### config.mk
export PLATFORM = sky130hd
export DESIGN_NAME = cdrom_interrupt_router_unit
export DESIGN_NICKNAME = d
export VERILOG_FILES = /design/src/design/cdir_pkg.sv /design/src/design/cdrom_interrupt_router_unit.sv
export VERILOG_INCLUDE_DIRS = /design/src /design/src/design
export SDC_FILE = /design/constraint.sdc
export NUM_CORES = 1
export LEC_CHECK = 0
export ABC_AREA = 1
export ABC_CLOCK_PERIOD_IN_PS = 6000
export BUFFER_PORTS_ARGS = -buffer_cell sky130_fd_sc_hd__buf_2
export CELL_PAD_IN_SITES_DETAIL_PLACEMENT = 0
export CELL_PAD_IN_SITES_GLOBAL_PLACEMENT = 1
export CORE_MARGIN = 3
export CORE_UTILIZATION = 44
export CTS_CLUSTER_DIAMETER = 80
export DETAILED_ROUTE_END_ITERATION = 7
export PLACE_DENSITY_LB_ADDON = 0.1
export SKIP_CTS_REPAIR_TIMING = 1
export SLEW_MARGIN = 15
export SYNTH_ARGS = -nofsm -noshare
export SYNTH_HDL_FRONTEND = slang
export SYNTH_SLANG_ARGS = --single-unit
export TNS_END_PERCENT = 1
### constraint.sdc
create_clock -name clk_i -period 6 [get_ports clk_i]
set_input_delay 1.2 -clock clk_i [delete_from_list [all_inputs] [get_ports clk_i]]
set_output_delay 1.2 -clock clk_i [all_outputs]
set_load 0.02 [all_outputs]
### src/design/assert_macros.svh
// assertion macros shared by the rtl
`ifndef ASSERT_MACROS_SVH
`define ASSERT_MACROS_SVH

// property checked on the rising clock edge, skipped while reset is asserted
`define ASSERT_CLK(label, clk, rst_n, prop, msg) \
  label: assert property (@(posedge clk) disable iff (!rst_n) prop) else $error(msg);

// property checked on the rising clock edge in every cycle, reset included
`define ASSERT_ALWAYS(label, clk, prop, msg) \
  label: assert property (@(posedge clk) prop) else $error(msg);

`endif

### src/design/cdir_pkg.sv
// types, codes and command tables for the disc-controller interrupt router
`timescale 1ns / 1ps

package cdir_pkg;

  localparam int RespLen     = 8;
  localparam int NumCommands = 32;
  localparam int CmdW        = $clog2(NumCommands);
  localparam int CountW      = 4;

  localparam logic [7:0] StatusLid     = 8'h10;
  localparam logic [7:0] StatusErrMask = 8'h1d;

  // per command bit, command 0 in bit 0
  localparam logic [NumCommands-1:0] AckHoldTab     = 32'h0464_0780;
  localparam logic [NumCommands-1:0] StatusValidTab = 32'hfffc_ffff;

  typedef enum logic [2:0] {
    FuncInterrupt = 3'd0,
    FuncCommand   = 3'd1,
    FuncSyncPoll  = 3'd2,
    FuncReadyPoll = 3'd3,
    FuncFlush     = 3'd4
  } func_e;

  typedef enum logic [2:0] {
    IntNone      = 3'd0,
    IntDataReady = 3'd1,
    IntComplete  = 3'd2,
    IntAck       = 3'd3,
    IntDataEnd   = 3'd4,
    IntDiskError = 3'd5
  } int_code_e;

  localparam logic [2:0] SyncPending  = 3'd0;
  localparam logic [2:0] SyncComplete = 3'd2;
  localparam logic [2:0] SyncAck      = 3'd3;
  localparam logic [2:0] SyncErr      = 3'd5;

  localparam logic [2:0] ReadyNone = 3'd0;
  localparam logic [2:0] ReadyData = 3'd1;
  localparam logic [2:0] ReadyEnd  = 3'd4;
  localparam logic [2:0] ReadyErr  = 3'd5;

  localparam logic [2:0] EndNone = 3'd0;
  localparam logic [2:0] EndData = 3'd4;

  localparam logic [2:0] DispNone      = 3'd0;
  localparam logic [2:0] DispAckHold   = 3'd1;
  localparam logic [2:0] DispSync      = 3'd2;
  localparam logic [2:0] DispReady     = 3'd4;
  localparam logic [2:0] DispSyncReady = 3'd6;

  localparam logic [2:0] PollNone = 3'd0;

endpackage

### src/design/cdrom_interrupt_router_unit.sv
// disc-controller interrupt router: flag and result buffer update, one item per clock unless stalled
`timescale 1ns / 1ps

// Takes one item per clock unless stalled (interrupt, command issued, sync poll,
// ready poll or flush) and gives exactly one result item for each, in the cycle
// after acceptance. All flag, status and buffer updates are done in combinational
// logic between the input handshake and the result register, so the sustained
// rate is one item per cycle unless stalled. The result register parts the two
// sides: a new item is taken whenever the result register is empty or its item
// is being taken in the same cycle; in_stall_o rises only while a result waits
// under out_stall_i. No state needs clearing after reset beyond the reset itself.
`include "assert_macros.svh"

module cdrom_interrupt_router_unit (
  input  logic        clk_i,
  input  logic        rst_ni,
  input  logic        in_valid_i,
  output logic        in_stall_o,
  input  logic [2:0]  func_i,
  input  logic [2:0]  int_code_i,
  input  logic [3:0]  resp_count_i,
  input  logic [63:0] resp_bytes_i,
  input  logic [4:0]  command_i,
  input  logic        clears_ready_i,
  output logic        out_valid_o,
  input  logic        out_stall_i,
  output logic [2:0]  dispatch_code_o,
  output logic [2:0]  sync_code_o,
  output logic [2:0]  ready_code_o,
  output logic [2:0]  end_code_o,
  output logic [7:0]  status_byte_o,
  output logic [7:0]  status_ext_o,
  output logic [15:0] lid_open_count_o,
  output logic        disk_error_o,
  output logic        unknown_interrupt_o,
  output logic [2:0]  poll_value_o,
  output logic [63:0] result_bytes_o
);

  // architectural state
  logic [2:0]  sync_q, sync_d;
  logic [2:0]  ready_q, ready_d;
  logic [2:0]  end_q, end_d;
  logic [7:0]  status_q, status_d;
  logic [7:0]  status_ext_q, status_ext_d;
  logic [15:0] lid_q, lid_d;
  logic [cdir_pkg::CmdW-1:0] cmd_q, cmd_d;
  logic [63:0] sync_buf_q, sync_buf_d;
  logic [63:0] ready_buf_q, ready_buf_d;
  logic [63:0] end_buf_q, end_buf_d;

  // result register
  logic        out_valid_q;
  logic [2:0]  dispatch_q, dispatch_d;
  logic        disk_err_q, disk_err_d;
  logic        unknown_q, unknown_d;
  logic [2:0]  poll_q, poll_d;
  logic [63:0] result_q, result_d;

  logic        accept;
  logic [cdir_pkg::CountW-1:0] n_valid;
  logic [63:0] resp;
  logic [7:0]  b0;
  logic [7:0]  b1;
  logic        take_status;
  logic        err;

  assign in_stall_o = out_valid_q && out_stall_i;
  assign accept     = in_valid_i && !in_stall_o;

  // clamp the byte count and zero the bytes past it
  always_comb begin
    if (resp_count_i > cdir_pkg::CountW'(cdir_pkg::RespLen)) begin
      n_valid = cdir_pkg::CountW'(cdir_pkg::RespLen);
    end else begin
      n_valid = resp_count_i;
    end
    for (int i = 0; i < 8; i++) begin
      resp[i*8 +: 8] = (cdir_pkg::CountW'(i) < n_valid) ? resp_bytes_i[i*8 +: 8] : 8'h00;
    end
  end

  assign b0 = resp[7:0];
  assign b1 = resp[15:8];

  // status is ignored with no interrupt and on an ack for commands without a valid status
  assign take_status = (int_code_i != cdir_pkg::IntNone) &&
                       ((int_code_i != cdir_pkg::IntAck) || cdir_pkg::StatusValidTab[cmd_q]);
  assign err = take_status && ((b0 & cdir_pkg::StatusErrMask) != 8'h00);

  always_comb begin
    sync_d       = sync_q;
    ready_d      = ready_q;
    end_d        = end_q;
    status_d     = status_q;
    status_ext_d = status_ext_q;
    lid_d        = lid_q;
    cmd_d        = cmd_q;
    sync_buf_d   = sync_buf_q;
    ready_buf_d  = ready_buf_q;
    end_buf_d    = end_buf_q;
    dispatch_d   = cdir_pkg::DispNone;
    disk_err_d   = 1'b0;
    unknown_d    = 1'b0;
    poll_d       = cdir_pkg::PollNone;
    result_d     = 64'd0;

    unique case (func_i)
      cdir_pkg::FuncInterrupt: begin
        if (take_status) begin
          if (((status_q & cdir_pkg::StatusLid) == 8'h00) &&
              ((b0 & cdir_pkg::StatusLid) != 8'h00)) begin
            lid_d = lid_q + 16'd1;
          end
          status_d     = b0;
          status_ext_d = b1;
        end
        unique case (int_code_i)
          cdir_pkg::IntNone: begin
            dispatch_d = cdir_pkg::DispNone;
          end
          cdir_pkg::IntAck: begin
            sync_buf_d = resp;
            if (err) begin
              sync_d     = cdir_pkg::SyncErr;
              dispatch_d = cdir_pkg::DispSync;
            end else if (cdir_pkg::AckHoldTab[cmd_q]) begin
              sync_d     = cdir_pkg::SyncAck;
              dispatch_d = cdir_pkg::DispAckHold;
            end else begin
              sync_d     = cdir_pkg::SyncComplete;
              dispatch_d = cdir_pkg::DispSync;
            end
          end
          cdir_pkg::IntComplete: begin
            sync_d     = err ? cdir_pkg::SyncErr : cdir_pkg::SyncComplete;
            sync_buf_d = resp;
            dispatch_d = cdir_pkg::DispSync;
          end
          cdir_pkg::IntDataReady: begin
            // a single-byte data-ready response carries no error
            ready_d     = (err && (n_valid != cdir_pkg::CountW'(1))) ?
                          cdir_pkg::ReadyErr : cdir_pkg::ReadyData;
            ready_buf_d = resp;
            dispatch_d  = cdir_pkg::DispReady;
          end
          cdir_pkg::IntDataEnd: begin
            ready_d     = cdir_pkg::ReadyEnd;
            end_d       = cdir_pkg::EndData;
            end_buf_d   = resp;
            ready_buf_d = resp;
            dispatch_d  = cdir_pkg::DispReady;
          end
          cdir_pkg::IntDiskError: begin
            disk_err_d  = 1'b1;
            sync_d      = cdir_pkg::SyncErr;
            ready_d     = cdir_pkg::ReadyErr;
            sync_buf_d  = resp;
            ready_buf_d = resp;
            dispatch_d  = cdir_pkg::DispSyncReady;
          end
          default: begin
            unknown_d = 1'b1;
          end
        endcase
      end
      cdir_pkg::FuncCommand: begin
        sync_d = cdir_pkg::SyncPending;
        if (clears_ready_i) begin
          ready_d = cdir_pkg::ReadyNone;
        end
        cmd_d = command_i;
      end
      cdir_pkg::FuncSyncPoll: begin
        if ((sync_q == cdir_pkg::SyncComplete) || (sync_q == cdir_pkg::SyncErr)) begin
          poll_d   = sync_q;
          sync_d   = cdir_pkg::SyncComplete;
          result_d = sync_buf_q;
        end
      end
      cdir_pkg::FuncReadyPoll: begin
        // data end wins over a plain ready
        if (end_q != cdir_pkg::EndNone) begin
          poll_d   = end_q;
          end_d    = cdir_pkg::EndNone;
          result_d = end_buf_q;
        end else if (ready_q != cdir_pkg::ReadyNone) begin
          poll_d   = ready_q;
          ready_d  = cdir_pkg::ReadyNone;
          result_d = ready_buf_q;
        end
      end
      cdir_pkg::FuncFlush: begin
        end_d   = cdir_pkg::EndNone;
        ready_d = cdir_pkg::ReadyNone;
        sync_d  = cdir_pkg::SyncComplete;
      end
      default: begin
        poll_d = cdir_pkg::PollNone;
      end
    endcase
  end

  always_ff @(posedge clk_i or negedge rst_ni) begin
    if (!rst_ni) begin
      sync_q       <= cdir_pkg::SyncComplete;
      ready_q      <= cdir_pkg::ReadyNone;
      end_q        <= cdir_pkg::EndNone;
      status_q     <= 8'h00;
      status_ext_q <= 8'h00;
      lid_q        <= 16'd0;
      cmd_q        <= '0;
      sync_buf_q   <= 64'd0;
      ready_buf_q  <= 64'd0;
      end_buf_q    <= 64'd0;
      out_valid_q  <= 1'b0;
    end else begin
      if (accept) begin
        sync_q       <= sync_d;
        ready_q      <= ready_d;
        end_q        <= end_d;
        status_q     <= status_d;
        status_ext_q <= status_ext_d;
        lid_q        <= lid_d;
        cmd_q        <= cmd_d;
        sync_buf_q   <= sync_buf_d;
        ready_buf_q  <= ready_buf_d;
        end_buf_q    <= end_buf_d;
        out_valid_q  <= 1'b1;
      end else if (!out_stall_i) begin
        out_valid_q <= 1'b0;
      end
    end
  end

  // result payload, loaded with each accepted item
  logic [2:0]  sync_out_q, ready_out_q, end_out_q;
  logic [7:0]  status_out_q, status_ext_out_q;
  logic [15:0] lid_out_q;

  always_ff @(posedge clk_i) begin
    if (accept) begin
      dispatch_q       <= dispatch_d;
      sync_out_q       <= sync_d;
      ready_out_q      <= ready_d;
      end_out_q        <= end_d;
      status_out_q     <= status_d;
      status_ext_out_q <= status_ext_d;
      lid_out_q        <= lid_d;
      disk_err_q       <= disk_err_d;
      unknown_q        <= unknown_d;
      poll_q           <= poll_d;
      result_q         <= result_d;
    end
  end

  assign out_valid_o         = out_valid_q;
  assign dispatch_code_o     = dispatch_q;
  assign sync_code_o         = sync_out_q;
  assign ready_code_o        = ready_out_q;
  assign end_code_o          = end_out_q;
  assign status_byte_o       = status_out_q;
  assign status_ext_o        = status_ext_out_q;
  assign lid_open_count_o    = lid_out_q;
  assign disk_error_o        = disk_err_q;
  assign unknown_interrupt_o = unknown_q;
  assign poll_value_o        = poll_q;
  assign result_bytes_o      = result_q;

  `ASSERT_CLK(a_lid_only_on_item, clk_i, rst_ni, !accept |=> $stable(lid_q), "lid count moved without an item")
  `ASSERT_CLK(a_sync_err_poll, clk_i, rst_ni, (accept && (func_i == cdir_pkg::FuncSyncPoll) && (sync_q == cdir_pkg::SyncErr)) |=> (out_valid_o && (poll_value_o == cdir_pkg::SyncErr) && (sync_code_o == cdir_pkg::SyncComplete)), "sync error poll not reported")
  `ASSERT_CLK(a_disk_err_dispatch, clk_i, rst_ni, (out_valid_o && disk_error_o) |-> (dispatch_code_o == cdir_pkg::DispSyncReady), "disk error without sync and ready dispatch")

endmodule
=== After elaboration in Yosys (flattened, before gate mapping) ===
Memory sizes are Yosys's and may differ from the RTL's.
Index checks and enable logic that the tools add are counted.

* Bits in writable memories: 0
* Output and inout bits: 115
* Bits in latches: 0
* Bits of input ports: 84
* Register bits: 352
* ROM bits: 64
* Memories: 2
* Word-level logic and storage cells: 121

* Multiplexer cells: 48
* Magnitude comparators: 10
* Eq/ne operators: 14
* Shift operators: 0
* Multipliers: 0
* Divide/modulo/power cells: 0
* Reduce and logical (&&, ||, !) cells: 24
* Add/subtract/negate cells: 1
* Bitwise gates (word level): 0

{| class="wikitable"
|+ Memory list
! memory !! words !! width !! read ports !! clocked after memory_dff !! write ports !! RTL line !! text
|-
| (no name shown) || 32 || 1 || 1 || 0 || 0 || cdrom_interrupt_router_unit.sv:127 || <nowiki>end else if (cdir_pkg::AckHoldTab[cmd_q]) begin</nowiki>
|-
| (no name shown) || 32 || 1 || 1 || 0 || 0 || cdrom_interrupt_router_unit.sv:88 || <nowiki>((int_code_i != cdir_pkg::IntAck) || cdir_pkg::StatusValidTab[cmd_q]);</nowiki>
|}

{| class="wikitable"
|+ Operators with widths
! operator !! count
|-
| $mux W64 || 3
|-
| $pmux W64 S2 || 1
|-
| $mux W8 || 12
|-
| $mux W16 || 3
|-
| $mux W3 || 12
|-
| $pmux W3 S4 || 3
|-
| $pmux W3 S3 || 3
|-
| $add A16 B1 Y16 const B || 1
|-
| $lt A3 B4 Y1 const A || 4
|-
| $eq A3 B2 Y1 const B || 5
|-
| $eq A3 B3 Y1 const B || 4
|-
| $reduce_and A3 Y1 || 3
|-
| $reduce_bool A3 Y1 || 3
|-
| $logic_not A8 Y1 || 1
|-
| $lt A1 B4 Y1 const A || 2
|-
| $lt A2 B4 Y1 const A || 2
|-
| $reduce_bool A8 Y1 || 1
|-
| $mux W1 || 7
|-
| $eq A3 B1 Y1 const B || 2
|-
| $logic_and A1 B1 Y1 || 6
|-
| $logic_not A3 Y1 || 2
|-
| $lt A5 B6 Y1 const B || 1
|-
| $pmux W3 S2 || 1
|-
| $reduce_or A3 Y1 || 2
|-
| 11 further kinds || 13
|}

=== Logic depth before layout (Yosys ltp) ===
* Depth in word-level cells: 10
* Mapped depth: 13
* Depth with buffers taken out: 13

=== Worst setup path after synthesis ===
OpenSTA, ideal clock, no wires.

* Path kind: input to register
* Start point: in out_stall_i
* End point: reg disk_err_q (netlist: disk_error_o), enable pin
* Setup slack: 497 ps
* Library setup time: 521 ps
* Data required time: 5479 ps
* Stages on the path: 5
* Arrival: 4982 ps
* Buffers on the path: 2
* Path through: nand2_1 inv_1 nor2_1 buf_2 buf_1

* Word-level cells in the longest chain between the ends: 3

{| class="wikitable"
|+ RTL lines
! what !! RTL line !! text
|-
| start: declaration || cdrom_interrupt_router_unit.sv:26 || <nowiki>input logic out_stall_i,</nowiki>
|-
| $logic_and A1 B1 Y1 || cdrom_interrupt_router_unit.sv:68 || <nowiki>assign in_stall_o = out_valid_q && out_stall_i;</nowiki>
|-
| via in_stall_o || cdrom_interrupt_router_unit.sv:18 || <nowiki>output logic in_stall_o,</nowiki>
|-
| $logic_not A1 Y1 || cdrom_interrupt_router_unit.sv:69 || <nowiki>assign accept = in_valid_i && !in_stall_o;</nowiki>
|-
| $logic_and A1 B1 Y1 || cdrom_interrupt_router_unit.sv:69 ||
|-
| via accept || cdrom_interrupt_router_unit.sv:60 || <nowiki>logic accept;</nowiki>
|-
| end signal: assignment || cdrom_interrupt_router_unit.sv:250 || <nowiki>disk_err_q <= disk_err_d;</nowiki>
|-
| end: declaration || cdrom_interrupt_router_unit.sv:55 || <nowiki>logic disk_err_q, disk_err_d;</nowiki>
|}

The timed path passes the listed nets, and every way through them passes these cells.
A chain may end at the register's enable or synchronous reset.

=== Worst setup path after layout ===
* Start point: in out_stall_i
* End point: reg end_buf_q[29]

* Word-level cells in the longest chain between the ends: 4

{| class="wikitable"
|+ RTL lines
! what !! RTL line !! text
|-
| $logic_and A1 B1 Y1 || cdrom_interrupt_router_unit.sv:68 ||
|-
| $logic_not A1 Y1 || cdrom_interrupt_router_unit.sv:69 ||
|-
| $logic_and A1 B1 Y1 || cdrom_interrupt_router_unit.sv:69 ||
|-
| $reduce_and A3 Y1 (no line) || n/a ||
|-
| end signal: assignment || cdrom_interrupt_router_unit.sv:228 || <nowiki>end_buf_q <= end_buf_d;</nowiki>
|-
| end: declaration || cdrom_interrupt_router_unit.sv:50 || <nowiki>logic [63:0] end_buf_q, end_buf_d;</nowiki>
|}

No other way between the ends.

==> impl_results.md <==
* CP dominant cell by count: inv_2
* LEAKAGE at between 8 and 9 nW
* Layout cells sized above 1 at 16.8%
* Clock power share at 37.8%
* Gr busiest metal: met2
* Routed Antenna Nets at 0
* #FFs+latches synth at about 350
* H-Tree Depth at 2
* Dpl cell area at ~17000 um2
* Final Max Tran Viols at 0
* Area grow syn2layout at 17.3%
* Setup crit end kind: register
* Number of clock sinks at 352
* Skew-Pair Late Insertion Delay at ~0.53 ns
* Die Y at 192 um
* Critical path class: input pin to register
* Core area at approximately 34000 um2
* Period utilisation layout at between 60 and 70%
* Pwr Density at about 350 nW/um2
* Post-synthesis cell type count at 42
* Routed WL at roughly 40 mm
* Root buffer cell: clkbuf_16
* Worst reg2reg setup slack at roughly 2.7 ns
* NetSw at around 1.7 mW
* Worst-Margin Slew at 1.14 ns
* Hold Fails Final Rpt at 0
* Die Width at roughly 190 um
* Total power at roughly 6.3 mW
* RSZ-0062 raised after global routing: false
* Fin cells at about 2300
* CTS Buf Count at 39
* Number of antenna diodes at 0
* Worst Setup Start Kind: input pin
* Vias post-DR at 11900
* Slew margin rel. at roughly a quarter
* GRT Total Usage at between 20% and 30%
* Worst setup path start: out_stall_i
* Fin nets at about 1900
* Origin of the critical flop-to-flop path: out_valid_o$_DFFE_PN0P_
* Per-cell routed wire length at 17.9 um
* Sw Share at 27.5%
* Routing usage on met3 at around 3.8%
* Initial antenna violation count at 3
* Met1 usage at between 30% and 40%
* Total negative slack at 0 ns
* Fillers at approximately 3200
* Max-cap viol count at 0
* Status: complete, no violations
* Final Skew at 0.0142 ns
* Clock transition at path regs at approximately 0.06 ns
* Synthesized area per cell at between 9 and 10 um2
* Met2 Resource Use GR at 35.1%
* Worst EP required at 6.34 ns
* DRC errors left at 0
* Final min period at about 3.7 ns
* CTS tree: done
* Crit-path max cell delay at just over 0.8 ns
* Clock tree buffer depth at 3
* Design Area, Final at about 18000 um2
* Largest net degree at the start of global routing at between 100 and 150
* Fmax at between 200 and 300 MHz
* First-pass GRT wire length at 64.5 mm
* Comb power frac at between 10% and 20%
* Mapped Area at roughly 15000 um2
* CP arrival at just over 4 ns
* Number of vias per cell at about 5.2
* Port Buffer Count at around 200
* Seq pwr share at between 40 and 50%
* Vias in the first global route at around 11000
* Post-Synthesis Cells at ~1600
* Worst hold path type: register to register
* Synth warn at 0
* Number of DRC markers in iteration 0 at between 900 and 1000
* Total global routing overflow at 0
* R2r endpoint: end_buf_q[29]$_DFFE_PN0P_
* Slowest CP cell: inv_2
* WHS Path Cells at 2
* Critical Path, Cell by Cell: buf_2, nand2_1, inv_1, nor2_4, inv_2, nor2_2, nand2_2, buf_4, inv_2, o21ai_0
* Reg2reg path depth at 9
* Final setup violation count at 0
* Rows at 67
* Sequential-to-total area share from yosys stat at about three fifths
* Final RePlAce weighted congestion at about 0.86
* P_int at ~4.6 mW
* Inst Count DP at between 2000 and 2500
* Ports at 199
* Worst Path Max Fanout at 67
* Die area at between 30000 and 40000 um2
* Starting density of the core at between 40% and 50%
* Worst Setup EP: end_buf_q[29]$_DFFE_PN0P_
* Peak supply drop at 187 uV
* DP Wirelength at 24.1 mm
* Detailed Routing Iterations Pass 1 at 5
* Synthesized Nets at about 1700
[cells in the mapped netlist, drive strengths merged]
cell | n | area [um2]
or2 | 1 | 6.26
o22ai | 1 | 6.26
xor2 | 8 | 77.6
a211o | 1 | 8.76
clkbuf | 43 | 161
o221ai | 27 | 236
inv | 135 | 509
nor3 | 11 | 81.3
ha | 4 | 50.1
nand3b | 3 | 22.5
clkinv | 3 | 11.3
mux2 | 1 | 11.3
edfxtp | 113 | 3390
a31oi | 3 | 18.8
nand2 | 540 | 2030
o21ai | 240 | 1200
dfrtp | 238 | 5960
nand3 | 85 | 455
o21a | 1 | 7.51
nor2 | 80 | 358
nor4 | 2 | 12.5
a21boi | 2 | 15.0
dfstp | 1 | 26.3
buf | 44 | 215
nand4 | 6 | 37.5
a21oi | 51 | 259
and2 | 4 | 25.0
[critical path, delay by kind of cell]
family | cells | cell delay (ns)
compound gates | 1 | 0.22
buf+inv | 5 | 1.64
simple gates | 4 | 0.90
[stage by stage]
stage                     hold slack, ns  setup WS, ns  util [%]
final                              0.476          2.31      52.8
after global routing               0.494          2.05      52.8
after CTS                          0.477          2.32      52.8
after detailed placement           0.461          1.77      48.9
after global placement             0.459          1.92      48.9
after floorplan                    0.444         0.497         -
[worst min path at each step]
stage | start | endpoint | slack (ns)
detailed placement | end_buf_q[49]$_DFFE_PN0P_ | end_buf_q[49]$_DFFE_PN0P_ | 0.46
floorplan | end_buf_q[26]$_DFFE_PN0P_ | end_buf_q[26]$_DFFE_PN0P_ | 0.44
global placement | end_buf_q[49]$_DFFE_PN0P_ | end_buf_q[49]$_DFFE_PN0P_ | 0.46
global route | ready_buf_q[31]$_DFFE_PN0P_ | ready_buf_q[31]$_DFFE_PN0P_ | 0.49
finish | end_buf_q[49]$_DFFE_PN0P_ | end_buf_q[49]$_DFFE_PN0P_ | 0.48
CTS | end_buf_q[49]$_DFFE_PN0P_ | end_buf_q[49]$_DFFE_PN0P_ | 0.48
[layout by cell type, fill, tap and decap left out, types with 7 or more instances in the layout]
| cell type | count |
|---|---|
| nand2_1 | 533 |
| nand3_1 | 81 |
| o221ai_1 | 27 |
| buf_2 | 197 |
| buf_4 | 13 |
| clkbuf_1 | 10 |
| o21ai_1 | 17 |
| nor3_1 | 7 |
| edfxtp_1 | 113 |
| inv_1 | 129 |
| clkinv_2 | 9 |
| a21oi_1 | 50 |
| o21ai_0 | 223 |
| xor2_1 | 7 |
| dfrtp_1 | 238 |
| nor2_1 | 71 |
| clkbuf_16 | 42 |
| clkbuf_8 | 9 |
[registers in the layout, summed over array words and instances, names as in the netlist, 5 cells and up]
signal            flops
end_buf_q            64
ready_buf_q          64
result_bytes_o       64
sync_buf_q           64
lid_open_count_o     16
lid_q                16
status_byte_o         8
status_ext_o          8
status_ext_q          8
status_q              8
cmd_q                 5
[logic make-up (layout without fill, tap and decap cells)]
family | count (synthesis) | in the layout | synth area share (%)
mux | 1 | 1 | 0.0741
buf+inv | 225 | 421 | 5.90
simple gates | 732 | 732 | 20.0
flops | 352 | 352 | 61.7
compound gates | 326 | 326 | 11.5
xor+xnor | 8 | 8 | 0.510
fa+ha+maj | 4 | 4 | 0.329
[per-layer routing]
| layer | part of all wire (%) | wire (um) |
|---|---|---|
| met3 | 5.9 | 2440 |
| met2 | 46 | 18800 |
| met4 | 1.6 | 670 |
| met1 | 47 | 19200 |
| met5 | 0.083 | 34 |
[power groups by stage]
stage	clock network [mW]	registers, mW	logic, mW
2_1_floorplan	0	3.11	0.520
6_report	2.38	3.03	0.881
3_5_place_dp	0	3.07	0.885
4_1_cts	2.44	3.03	0.890
3_3_place_gp	0	3.06	0.868
5_1_grt	2.54	3.07	1.01
[layout make-up]
class / instances / area (um2) / area share (%)
multi-input cells: 1071 / 4960 / 27.8
flip-flops and latches: 352 / 9380 / 52.6
well taps: 448 / 561 / 3.14
inverters: 138 / 520 / 2.92
clock buffers: 61 / 1210 / 6.80
clock inverters: 10 / 75.1 / 0.421
repair buffers: 212 / 1120 / 6.28
Note: power is estimated with default switching activity, not from simulation.
